[src/hdl/length_prefixed_frame_hunter_defines.svh]
// Assertion helpers shared by the frame hunter modules.
// Each expects clk and arst_n in scope.
`ifndef LENGTH_PREFIXED_FRAME_HUNTER_DEFINES_SVH
`define LENGTH_PREFIXED_FRAME_HUNTER_DEFINES_SVH

// Same-cycle implication, checked out of reset.
`define LPFH_ASSERT_NOW(lbl, ante, cons, msg) \
	lbl: assert property (@(posedge clk) disable iff (!arst_n) (ante) |-> (cons)) \
		else $error(msg);

// Next-cycle implication, checked out of reset.
`define LPFH_ASSERT_NEXT(lbl, ante, cons, msg) \
	lbl: assert property (@(posedge clk) disable iff (!arst_n) (ante) |=> (cons)) \
		else $error(msg);

`endif

[src/hdl/lpfh_pkg.sv]
`default_nettype none
package lpfh_pkg;

	localparam int BYTE_W = 8;
	localparam int LEN_W  = 11;
	localparam int WIN_W  = 24;
	localparam int CNT_W  = 2;

	// largest length an 11-bit limit can name
	localparam int LEN_MAX = 2047;

	localparam int MAX_PAYLOAD_DFLT = 1024;
	localparam logic [LEN_W-1:0] MAX_LEN_RST = LEN_W'(1024);

	// header window holds three bytes; the fourth completes the length
	localparam logic [CNT_W-1:0] CNT_FULL = CNT_W'(3);

	typedef struct packed {
		logic [BYTE_W-1:0] rx_data;
		logic              lost_before;
	} lpfh_item_t;

	typedef struct packed {
		logic [BYTE_W-1:0] payload_byte;
		logic              is_first;
		logic              is_last;
		logic              aborted;
	} lpfh_res_t;

endpackage
`default_nettype wire

[src/hdl/lpfh_ifs.sv]
`default_nettype none
interface lpfh_rx_if;
	logic       valid;
	logic       ready;
	logic [7:0] rx_data;
	logic       lost_before;

	modport source (output valid, rx_data, lost_before, input ready);
	modport sink (input valid, rx_data, lost_before, output ready);
endinterface

interface lpfh_frame_if;
	logic       valid;
	logic       ready;
	logic [7:0] payload_byte;
	logic       is_first;
	logic       is_last;
	logic       aborted;

	modport source (output valid, payload_byte, is_first, is_last, aborted, input ready);
	modport sink (input valid, payload_byte, is_first, is_last, aborted, output ready);
endinterface
`default_nettype wire

[src/hdl/lpfh_in_stage.sv]
`default_nettype none
module lpfh_in_stage import lpfh_pkg::*; (
	input  wire logic       clk,
	input  wire logic       arst_n,
	input  wire logic       in_valid,
	output logic            in_ready,
	input  wire lpfh_item_t in_item,
	input  wire logic       out_free,
	output logic            fire,
	output lpfh_item_t      item_s1
);

	logic valid_s1;

	assign fire     = valid_s1 && out_free;
	assign in_ready = !valid_s1 || out_free;

	always_ff @(posedge clk or negedge arst_n) begin
		if (!arst_n) begin
			valid_s1 <= 1'b0;
		end else if (in_ready) begin
			valid_s1 <= in_valid;
		end
	end

	always_ff @(posedge clk) begin
		if (in_ready && in_valid) begin
			item_s1 <= in_item;
		end
	end

endmodule
`default_nettype wire

[src/hdl/lpfh_hunt.sv]
`default_nettype none
`include "length_prefixed_frame_hunter_defines.svh"
module lpfh_hunt import lpfh_pkg::*; #(
	parameter int MAX_PAYLOAD = MAX_PAYLOAD_DFLT
) (
	input  wire logic             clk,
	input  wire logic             arst_n,
	input  wire logic [LEN_W-1:0] max_len,
	input  wire logic             fire,
	input  wire lpfh_item_t       item_s1,
	output logic                  res_valid,
	output lpfh_res_t             res
);

	localparam int LEN_CAP = (MAX_PAYLOAD > LEN_MAX) ? LEN_MAX : MAX_PAYLOAD;
	localparam int LEFT_W  = $clog2(LEN_CAP + 1);
	localparam logic [LEN_W-1:0] CAP_L = LEN_W'(LEN_CAP);

	logic [WIN_W-1:0]  win_q,  win_d;
	logic [CNT_W-1:0]  cnt_q,  cnt_d;
	logic [LEFT_W-1:0] left_q, left_d;
	logic              start_q, start_d;

	logic [LEN_W-1:0]  lim;
	logic [WIN_W-1:0]  hw;      // window the hunt step starts from
	logic [CNT_W-1:0]  hc;
	logic              len_ok;
	logic [BYTE_W-1:0] b;

	assign b   = item_s1.rx_data;
	assign lim = (max_len > CAP_L) ? CAP_L : max_len;

	// loss discards any partial header before the hunt step
	assign hw = item_s1.lost_before ? '0 : win_q;
	assign hc = item_s1.lost_before ? '0 : cnt_q;

	// length = {b, hw}; nonzero and not above the limit
	assign len_ok = (b == '0) && (hw[WIN_W-1:LEN_W] == '0) &&
		(hw[LEN_W-1:0] != '0) && (hw[LEN_W-1:0] <= lim);

	always_comb begin
		win_d     = win_q;
		cnt_d     = cnt_q;
		left_d    = left_q;
		start_d   = start_q;
		res_valid = 1'b0;
		res       = '0;
		if (item_s1.lost_before || left_q == '0) begin
			if (item_s1.lost_before && left_q != '0) begin
				res_valid   = 1'b1;
				res.aborted = 1'b1;
			end
			left_d  = '0;
			start_d = item_s1.lost_before ? 1'b0 : start_q;
			win_d   = hw;
			cnt_d   = hc;
			if (hc != CNT_FULL) begin
				case (hc)
					CNT_W'(0): win_d[7:0]   = hw[7:0] | b;
					CNT_W'(1): win_d[15:8]  = hw[15:8] | b;
					CNT_W'(2): win_d[23:16] = hw[23:16] | b;
					default:   win_d        = hw;
				endcase
				cnt_d = hc + CNT_W'(1);
			end else if (len_ok) begin
				left_d  = hw[LEFT_W-1:0];
				start_d = 1'b1;
				win_d   = '0;
				cnt_d   = '0;
			end else begin
				win_d = {b, hw[WIN_W-1:8]};
			end
		end else begin
			res_valid        = 1'b1;
			res.payload_byte = b;
			res.is_first     = start_q;
			res.is_last      = (left_q == LEFT_W'(1));
			left_d           = left_q - LEFT_W'(1);
			start_d          = 1'b0;
		end
	end

	always_ff @(posedge clk or negedge arst_n) begin
		if (!arst_n) begin
			win_q   <= '0;
			cnt_q   <= '0;
			left_q  <= '0;
			start_q <= 1'b0;
		end else if (fire) begin
			win_q   <= win_d;
			cnt_q   <= cnt_d;
			left_q  <= left_d;
			start_q <= start_d;
		end
	end

	`LPFH_ASSERT_NOW(a_no_header_in_payload, left_q != '0, cnt_q == '0 && win_q == '0, "header bytes held during payload")
	`LPFH_ASSERT_NOW(a_start_needs_payload, start_q, left_q != '0, "frame start flag without payload")
	`LPFH_ASSERT_NOW(a_left_in_range, 1'b1, left_q <= LEFT_W'(LEN_CAP), "payload count above cap")

endmodule
`default_nettype wire

[src/hdl/lpfh_out_reg.sv]
`default_nettype none
`include "length_prefixed_frame_hunter_defines.svh"
module lpfh_out_reg import lpfh_pkg::*; (
	input  wire logic      clk,
	input  wire logic      arst_n,
	input  wire logic      load,
	input  wire lpfh_res_t res,
	input  wire logic      out_ready,
	output logic           out_valid,
	output logic           out_free,
	output lpfh_res_t      res_q
);

	logic valid_q;

	assign out_valid = valid_q;
	assign out_free  = !valid_q || out_ready;

	always_ff @(posedge clk or negedge arst_n) begin
		if (!arst_n) begin
			valid_q <= 1'b0;
		end else if (load) begin
			valid_q <= 1'b1;
		end else if (out_ready) begin
			valid_q <= 1'b0;
		end
	end

	always_ff @(posedge clk) begin
		if (load) begin
			res_q <= res;
		end
	end

	`LPFH_ASSERT_NOW(a_no_overwrite, load, out_free, "result loaded over a pending beat")
	`LPFH_ASSERT_NEXT(a_load_shows, load, valid_q, "loaded result not presented")
	`LPFH_ASSERT_NEXT(a_stall_hold, valid_q && !out_ready, valid_q && $stable(res_q), "beat lost")

endmodule
`default_nettype wire

[src/hdl/length_prefixed_frame_hunter.sv]
// Length-prefixed frame hunter.
// rx (sink): one received byte per beat, with lost_before set when bytes
//   were dropped just ahead of it. valid/ready, beat taken when both high.
// frame (source): one beat per payload byte, is_first/is_last marking the
//   frame ends; a single beat with aborted set (byte and marks zero) when
//   a loss cuts a frame short. Header bytes give no beat.
// cfg_we/cfg_wdata: writes max_len, the largest accepted length; values
//   above MAX_PAYLOAD act as MAX_PAYLOAD. Write only while idle.
// Path: a byte taken on rx passes the input register, then the state
//   update into the output register, before it shows on frame.
// Throughput: one byte per cycle while frame.ready is high; the only loop
//   is the hunt state update, and rx.ready stays high while frame is draining.
// Stall: when frame.ready is low with a beat pending, the input register
//   holds one more byte and then rx.ready drops; nothing is lost.
// Reset: arst_n clears the hunt state, the pending beats and sets max_len
//   to 1024; the block is ready right after reset is released.
`default_nettype none
module length_prefixed_frame_hunter import lpfh_pkg::*; #(
	parameter int MAX_PAYLOAD = MAX_PAYLOAD_DFLT
) (
	input  wire logic             clk,
	input  wire logic             arst_n,
	input  wire logic             cfg_we,
	input  wire logic [LEN_W-1:0] cfg_wdata,
	lpfh_rx_if.sink               rx,
	lpfh_frame_if.source          frame
);

	logic [LEN_W-1:0] max_len_q;
	lpfh_item_t       in_item;
	lpfh_item_t       item_s1;
	logic             fire;
	logic             out_free;
	logic             res_valid;
	lpfh_res_t        res;
	lpfh_res_t        res_q;

	// limit register; the user writes it between frames, the block does not enforce this
	always_ff @(posedge clk or negedge arst_n) begin
		if (!arst_n) begin
			max_len_q <= MAX_LEN_RST;
		end else if (cfg_we) begin
			max_len_q <= cfg_wdata;
		end
	end

	assign in_item.rx_data     = rx.rx_data;
	assign in_item.lost_before = rx.lost_before;

	// stage 1: byte register
	lpfh_in_stage u_in (
		.clk      (clk),
		.arst_n   (arst_n),
		.in_valid (rx.valid),
		.in_ready (rx.ready),
		.in_item  (in_item),
		.out_free (out_free),
		.fire     (fire),
		.item_s1  (item_s1)
	);

	// hunt/payload state, updated once per byte leaving stage 1
	lpfh_hunt #(
		.MAX_PAYLOAD (MAX_PAYLOAD)
	) u_hunt (
		.clk       (clk),
		.arst_n    (arst_n),
		.max_len   (max_len_q),
		.fire      (fire),
		.item_s1   (item_s1),
		.res_valid (res_valid),
		.res       (res)
	);

	// stage 2: result register toward the frame channel
	lpfh_out_reg u_out (
		.clk       (clk),
		.arst_n    (arst_n),
		.load      (fire && res_valid),
		.res       (res),
		.out_ready (frame.ready),
		.out_valid (frame.valid),
		.out_free  (out_free),
		.res_q     (res_q)
	);

	assign frame.payload_byte = res_q.payload_byte;
	assign frame.is_first     = res_q.is_first;
	assign frame.is_last      = res_q.is_last;
	assign frame.aborted      = res_q.aborted;

endmodule
`default_nettype wire
[src/flat_wrapper.sv]
// flat-port wrapper written by rule: the top's interface ports become plain ports
module length_prefixed_frame_hunter_flat import lpfh_pkg::*;
#(
	parameter int MAX_PAYLOAD = MAX_PAYLOAD_DFLT
)
  (clk, arst_n, cfg_we, cfg_wdata, rx_valid, rx_rx_data, rx_lost_before, rx_ready, frame_valid, frame_payload_byte, frame_is_first, frame_is_last, frame_aborted, frame_ready);
  lpfh_rx_if rx_i ();
  lpfh_frame_if frame_i ();
  input  wire logic clk;
  input  wire logic arst_n;
  input  wire logic cfg_we;
  input  wire logic [LEN_W-1:0] cfg_wdata;
  input wire logic [$bits(rx_i.valid)-1:0] rx_valid;
  input wire logic [$bits(rx_i.rx_data)-1:0] rx_rx_data;
  input wire logic [$bits(rx_i.lost_before)-1:0] rx_lost_before;
  output wire logic [$bits(rx_i.ready)-1:0] rx_ready;
  output wire logic [$bits(frame_i.valid)-1:0] frame_valid;
  output wire logic [$bits(frame_i.payload_byte)-1:0] frame_payload_byte;
  output wire logic [$bits(frame_i.is_first)-1:0] frame_is_first;
  output wire logic [$bits(frame_i.is_last)-1:0] frame_is_last;
  output wire logic [$bits(frame_i.aborted)-1:0] frame_aborted;
  input wire logic [$bits(frame_i.ready)-1:0] frame_ready;
  assign rx_i.valid = rx_valid;
  assign rx_i.rx_data = rx_rx_data;
  assign rx_i.lost_before = rx_lost_before;
  assign rx_ready = rx_i.ready;
  assign frame_valid = frame_i.valid;
  assign frame_payload_byte = frame_i.payload_byte;
  assign frame_is_first = frame_i.is_first;
  assign frame_is_last = frame_i.is_last;
  assign frame_aborted = frame_i.aborted;
  assign frame_i.ready = frame_ready;
  length_prefixed_frame_hunter #(.MAX_PAYLOAD(MAX_PAYLOAD)) u_core (.clk(clk), .arst_n(arst_n), .cfg_we(cfg_we), .cfg_wdata(cfg_wdata), .rx(rx_i), .frame(frame_i));
endmodule
[config.mk]
export PLATFORM = sky130hd
export DESIGN_NAME = length_prefixed_frame_hunter_flat
export DESIGN_NICKNAME = d
export VERILOG_FILES = /design/src/hdl/lpfh_pkg.sv /design/src/hdl/lpfh_ifs.sv /design/src/hdl/lpfh_in_stage.sv /design/src/hdl/lpfh_hunt.sv /design/src/hdl/lpfh_out_reg.sv /design/src/hdl/length_prefixed_frame_hunter.sv /design/src/flat_wrapper.sv
export VERILOG_INCLUDE_DIRS = /design/src /design/src/hdl
export SDC_FILE = /design/constraint.sdc
export NUM_CORES = 1
export LEC_CHECK = 0
export BUFFER_PORTS_ARGS = -buffer_cell sky130_fd_sc_hd__buf_2
export CAP_MARGIN = 20
export CORE_ASPECT_RATIO = 1.5
export CORE_UTILIZATION = 45
export CTS_CLUSTER_SIZE = 12
export DETAILED_ROUTE_END_ITERATION = 10
export GPL_TIMING_DRIVEN = 0
export PLACE_DENSITY = 0.65
export REMOVE_ABC_BUFFERS = 1
export SYNTH_ARGS = -nofsm -noshare
export SYNTH_HDL_FRONTEND = slang
export SYNTH_HIERARCHICAL = 1
export SYNTH_SLANG_ARGS = --single-unit
[constraint.sdc]
create_clock -name clk -period 3.9 [get_ports clk]
set_input_delay 0.195 -clock clk [delete_from_list [all_inputs] [get_ports clk]]
set_output_delay 0.195 -clock clk [all_outputs]
set_load 0.02 [all_outputs]
==> results of run 1 <==
Yosys cell counts (2+ instances only):
master	number
a211oi_1	2
a21oi_1	26
a22o_1	9
a22oi_1	4
a32oi_1	6
a41o_1	2
a41oi_1	2
and2_1	13
and3_1	4
buf_2	2
buf_6	4
clkbuf_1	17
dfrtp_1	50
edfxtp_1	20
ha_1	17
inv_1	13
mux2_4	10
mux2i_1	3
nand2_1	28
nand2b_4	2
nand3_1	4
nand4_1	14
nor2_1	13
nor2b_1	23
nor3_1	6
nor4_1	8
o21ai_0	8
o21ai_1	26
o22a_1	2
o22ai_1	3
o311ai_0	2
o31ai_1	8
or3_1	2
worst register-to-register path, cell delays in order, from the launching register on:
cell and delay [ps]:
edfxtp_1 700, buf_16 300, inv_1 160, nand2_1 130, inv_1 100, ha_1 820, nor2b_2 660, nand2_1 170
o22ai_1 210, o22a_1 160
layer usage:
layer | up-vias | track usage, %
met5 | - | 0
met4 | 0 | 13.1
met3 | 20 | 3.13
met2 | 74 | 36.5
met1 | 1491 | 26.1
li1 | 1481 | -
final cells by class:
| class | instances | area [µm²] | area share, % |
|---|---|---|---|
| inverter | 15 | 56.3 | 1.24 |
| multi-input combinational | 270 | 1890 | 41.6 |
| clock inverter | 4 | 72.6 | 1.60 |
| timing repair buffer | 42 | 265 | 5.86 |
| tap | 107 | 134 | 2.96 |
| sequential | 71 | 1880 | 41.5 |
| clock buffer | 12 | 236 | 5.22 |
state kept, by name, indices dropped and copies added (netlist names):
name / cells
u_core/max_len_q: 11
u_core/u_hunt/cnt_q: 2
u_core/u_hunt/left_q: 11
u_core/u_hunt/start_q: 1
u_core/u_hunt/win_q: 24
u_core/u_in/item_s1: 9
u_core/u_in/valid_s1: 1
u_core/u_out/out_valid: 1
u_core/u_out/res_q: 11
kinds of logic (layout without fill, tap and decap cells):
logic type	after synthesis	after routing
AO/OA/AOI/OAI	108	108
AND/OR/NAND/NOR	131	131
flip-flops	71	71
multiplexers	14	14
adder cells (fa/ha/maj)	17	17
buffers and inverters	38	73
worst max path at each step:
stage                           start                     end  slack (ps)
6_report       u_core/u_in/item_s1[0]  u_core/u_hunt/win_q[0]         410
5_1_grt        u_core/u_in/item_s1[0]  u_core/u_hunt/win_q[0]          90
4_1_cts        u_core/u_in/item_s1[0]  u_core/u_hunt/win_q[0]         190
3_3_place_gp   u_core/u_in/item_s1[0]  u_core/u_hunt/win_q[2]         140
3_5_place_dp   u_core/u_in/item_s1[0]  u_core/u_hunt/win_q[2]         220
2_1_floorplan  u_core/u_in/item_s1[0]  u_core/u_hunt/cnt_q[0]        1030
power by group:
part           internal (W)  total (W)  switching (W)
registers           0.00101    0.00126       0.000255
clock network      0.000559   0.000857       0.000298
logic              0.000467    0.00110       0.000629
total               0.00203    0.00322        0.00118
stage by stage:
| step | cells | setup WS (ps) |
|---|---|---|
| 3_5_place_dp | 503 | 222 |
| 5_1_grt | 521 | 91.3 |
| 3_3_place_gp | 500 | 136 |
| 2_1_floorplan | 356 | 1030 |
| 6_report | 521 | 415 |
| 4_1_cts | 520 | 192 |
repair_timing:
| action | in CTS | in global routing |
|---|---|---|
| hold buffers | 1 | 0 |
| gates resized for setup | 0 | 1 |
| endpoints found under the hold margin | 24 | 0 |
| setup endpoints to repair | 0 | 4 |
==> metrics.csv, run 1 <==
metric;value;unit
outcome;finished, final reports clean;
critPathBufInv;3;
rows;41;
layout_common_cells;dfrtp_1, buf_2, nand2_1, a21oi_1, o21ai_1;
die_area;9120;µm²
relSlewSlack;33.2;%
r2r_end;u_core/u_hunt/win_q[0];
cp_data_required_time;4180;ps
r2r-start;u_core/u_in/item_s1[0];
yosys.area_share.simple;19.5;%
clkSlewWorstSetupHoldPaths;60;ps
p_leak;1.90;nW
worst_hold_slack;26.3;ps
end_kind;flip-flop;
hold_viol_final;0;
nFillCells;770;
viasPerCell;5.88;
hold_start;rx_rx_data[7];
ir_drop;0.333;mV
syn_avg_cell_area;10.4;µm²
setup_tns;0;ps
yosysTopAreaCellShare;31.8;%
fin_skew;6.34;ps
grt_usage;21.6;%
vias;3066;
worst_pin_slew;1000;ps
dpl_cell_area;4200;µm²
mostFrequentLayoutCell;dfrtp_1;
drc;0;
synthXorXnorAreaFrac;0;%
clock_path_buffers;2;
fp.dieH;116;µm
ys_warn_count;6;
die_x;78.3;µm
critical_path.max_stage_delay;820;ps
power_density;710;nW/µm²
cpLargestDelayFamily;simple AND/OR/NAND/NOR gates;
grt_overflow;0;
synthAdderAreaFrac;5.41;%
met3WireLength;271;µm
synth-edff-count;20;
synthTopCellsByArea;dfrtp_1, edfxtp_1, ha_1;
final-setup-viol-count;0;
rsz0062_at_grt;false;
grt_max_degree;29;
clk_latency;340;ps
grt_pass1_vias;2986;
wl;9080;µm
synthArstFlopShare;71.8;%
cp_slowest_cell;ha_1;
wl_met1;3830;µm
diodes;0;
total_power;0.00322;W
finish.utilization;53.5;%
whs_endpoint;u_core/u_in/item_s1[8];
fin_crit;3490;ps
synthMuxAreaShare;4.87;%
ff2ff_path_depth;9;
grt_pass1_wl;14800;µm
hp-class;primary input to flip-flop;
yosysTopAreaCell;dfrtp_1;
post_cts_buffers;0;
cts_buffers;9;
firstDrtPassIters;4;
crit_type;flip-flop to flip-flop;
arrival;3760;ps
post-route-period-util;89.4;%
portBuffers;37;
antenna_found_initial;0;
drive_gt1_share;19.3;%
wl_per_cell;17.4;µm
critPathMaxFanout;28;
design_area;4530;µm²
area_growth;15.3;%
drt.antenna.violating_nets;0;
synth_compound_area_share;17.9;%
ctsRootBufferMaster;clkbuf_16;
htreeDepth;3;
critical_path_depth;9;
r2r_setup_slack;410;ps
place.gp.congestion;0.810;
maxCapViolations;0;
hold_path_depth;1;
synth_top_family_by_area;simple AND/OR/NAND/NOR gates;
crit_chain;buf_16, inv_1, nand2_1, inv_1, ha_1, nor2b_2, nand2_1, o22ai_1, o22a_1;
ys_seq_area_share;47.8;%
cts_tree;done;
clock_sinks;71;
slew_violations;0;
core;8460;µm²
synth_cell_types;59;
drt_iter0_drc;200;
ys_ff_latch;71;
io_pins;38;
ys_dominant_reg_cell;dfrtp_1;
start_util;46.4;%
crit_path_start_kind;flip-flop;
syn_inst;379;
highest_layer;met4;
synth_area;3930;µm²
nets;451;
fmax;287;MHz
met2_length;4700;µm
dp_hpwl;6400;µm
No activity file was read; power rests on OpenSTA's default activity.
==> run 2: changes to the inputs <==
- CTS_BUF_LIST: default -> sky130_fd_sc_hd__clkbuf_16
==> run 2 against run 1 <==
First-iteration DRC count shrank 2.5%. Core utilization stayed put. Wire length down 0.11%. Flip-flop and latch count stayed put. Worst hold slack improved by 2.5 ps. Via count is essentially flat. Sequential share of layout area is the same. Largest cell class unchanged. Die area is the same. Cell count unchanged.
==> metrics.csv, run 2 (synthesis results as in run 1) <==
metric;value;unit;change
cpLargestDelayFamily;simple AND/OR/NAND/NOR gates;;
ir_drop;0.333;mV;-0.12%
r2r_setup_slack;390;ps;-20 ps
slew_violations;0;;unchanged
mostFrequentLayoutCell;dfrtp_1;;
core;8460;µm²;unchanged
hold_path_depth;1;;unchanged
clock_sinks;71;;unchanged
start_util;46.4;%;unchanged
clock_path_buffers;2;;unchanged
r2r-start;u_core/u_in/item_s1[0];;
setup_tns;0;ps;unchanged
grt_usage;21.6;%;unchanged
hold_start;rx_rx_data[7];;
critical_path_depth;9;;unchanged
outcome;finished, final reports clean;;
diodes;0;;unchanged
place.gp.congestion;0.810;;unchanged
nets;451;;unchanged
critical_path.max_stage_delay;820;ps;about the same
rows;41;;unchanged
layout_common_cells;dfrtp_1, buf_2, nand2_1, a21oi_1, o21ai_1;;
portBuffers;37;;unchanged
fin_skew;6.48;ps;+0.142 ps
worst_pin_slew;998;ps;-3.28 ps
ctsRootBufferMaster;clkbuf_16;;
dpl_cell_area;4200;µm²;unchanged
cp_slowest_cell;ha_1;;
cts_buffers;9;;unchanged
cp_data_required_time;4170;ps;about the same
drt_iter0_drc;195;;-2.5%
clkSlewWorstSetupHoldPaths;60;ps;about the same
power_density;708;nW/µm²;-0.34%
whs_endpoint;u_core/u_in/item_s1[8];;
r2r_end;u_core/u_hunt/win_q[0];;
largest_register_ffs;24;;unchanged
crit_path_start_kind;flip-flop;;
rsz0062_at_grt;false;;
cts_tree;done;;
p_leak;1.91;nW;+0.65%
vias;3064;;-0.065%
grt_max_degree;29;;unchanged
top_register;u_core/u_hunt/win_q;;
crit_chain;buf_16, inv_1, nand2_1, inv_1, ha_1, nor2b_2, nand2_1, o22ai_1, o22a_1;;
antenna_found_initial;0;;unchanged
fp.dieH;116;µm;unchanged
grt_pass1_vias;2986;;unchanged
relSlewSlack;33.4;%;+0.22 points
grt_overflow;0;;unchanged
startpoint;u_core/u_in/item_s1[0];;
clk_latency;340;ps;about the same
area_growth;15.3;%;unchanged
viasPerCell;5.88;;about the same
firstDrtPassIters;5;;+1
post-route-period-util;89.9;%;+0.54 points
dp_hpwl;6400;µm;unchanged
die_x;78.3;µm;unchanged
arrival;3780;ps;+20 ps
wl_per_cell;17.4;µm;-0.11%
ff2ff_path_depth;9;;unchanged
drt.antenna.violating_nets;0;;unchanged
critPathBufInv;3;;unchanged
critPathMaxFanout;28;;unchanged
design_area;4530;µm²;unchanged
post_cts_buffers;0;;unchanged
end_kind;flip-flop;;
drc;0;;unchanged
grt_pass1_wl;14800;µm;unchanged
crit_type;flip-flop to flip-flop;;
fin_crit;3510;ps;+21.1 ps
io_pins;38;;unchanged
htreeDepth;3;;unchanged
hp-class;primary input to flip-flop;;
fmax;285;MHz;-0.60%
drive_gt1_share;19.3;%;unchanged
wl;9070;µm;-0.11%
maxCapViolations;0;;unchanged
hold_viol_final;0;;unchanged
die_area;9120;µm²;unchanged
final-setup-viol-count;0;;unchanged
[run 2: cell types whose count changed in the layout (fill, tap and decap cells not counted)]
cell	before	now
clkbuf_1	3	0
inv_1	13	16
[run 2: repair_timing]
action	4_1_cts	5_1_grt
hold buffers	1	0
endpoints found under the setup margin	0	4
gates resized for setup	0	1
endpoints found under the hold margin	24	0
[run 2: layer usage]
layer | global-route usage [%] | part of all wire [%]
met1 | 26.1 | 42
met2 | 36.5 | 51
met3 | 3.13 | 3.2
met4 | 13.1 | 3.5
met5 | 0 | 0
[run 2: layout make-up]
cell class                      instances  area, µm²
Clock buffer                            9        225
Clock inverter                          7       83.8
Fill cell                             770       3940
Inverter                               15       56.3
Multi-Input combinational cell        270       1890
Sequential cell                        71       1880
Tap cell                              107        134
Timing Repair Buffer                   42        265
[run 2: worst max-delay path by stage]
stage | endpoint
floorplan | u_core/u_hunt/cnt_q[0]
global placement | u_core/u_hunt/win_q[2]
detailed placement | u_core/u_hunt/win_q[2]
CTS | u_core/u_hunt/win_q[0]
global route | u_core/u_hunt/win_q[0]
finish | u_core/u_hunt/win_q[0]
[run 2: worst register-to-register path: cells and delay by family, from the launching register on]
kind                     cells  cell delay, ps
AND/OR/NAND/NOR              3            1000
adder cells (fa/ha/maj)      1             820
flip-flops                   1             710
buffers and inverters        3             560
AO/OA/AOI/OAI                2             370
[run 2: stage by stage]
stage               utilization [%]  hold slack (ps)  power (W)  setup WS (ps)  cells
floorplan                         -             -101    0.00200           1030    356
global placement               48.8              371    0.00228            136    500
detailed placement             49.6              237    0.00235            222    503
CTS                            53.4             23.5    0.00321            192    520
global route                   53.5             29.2    0.00341           91.1    521
finish                         53.5             28.8    0.00321            394    521
[run 2: where the power goes]
group          internal, W  leakage [nW]  switching, W
Combinational     0.000467         0.935      0.000627
Clock             0.000551         0.159      0.000297
Sequential         0.00101         0.817      0.000254
Total              0.00203          1.91       0.00118
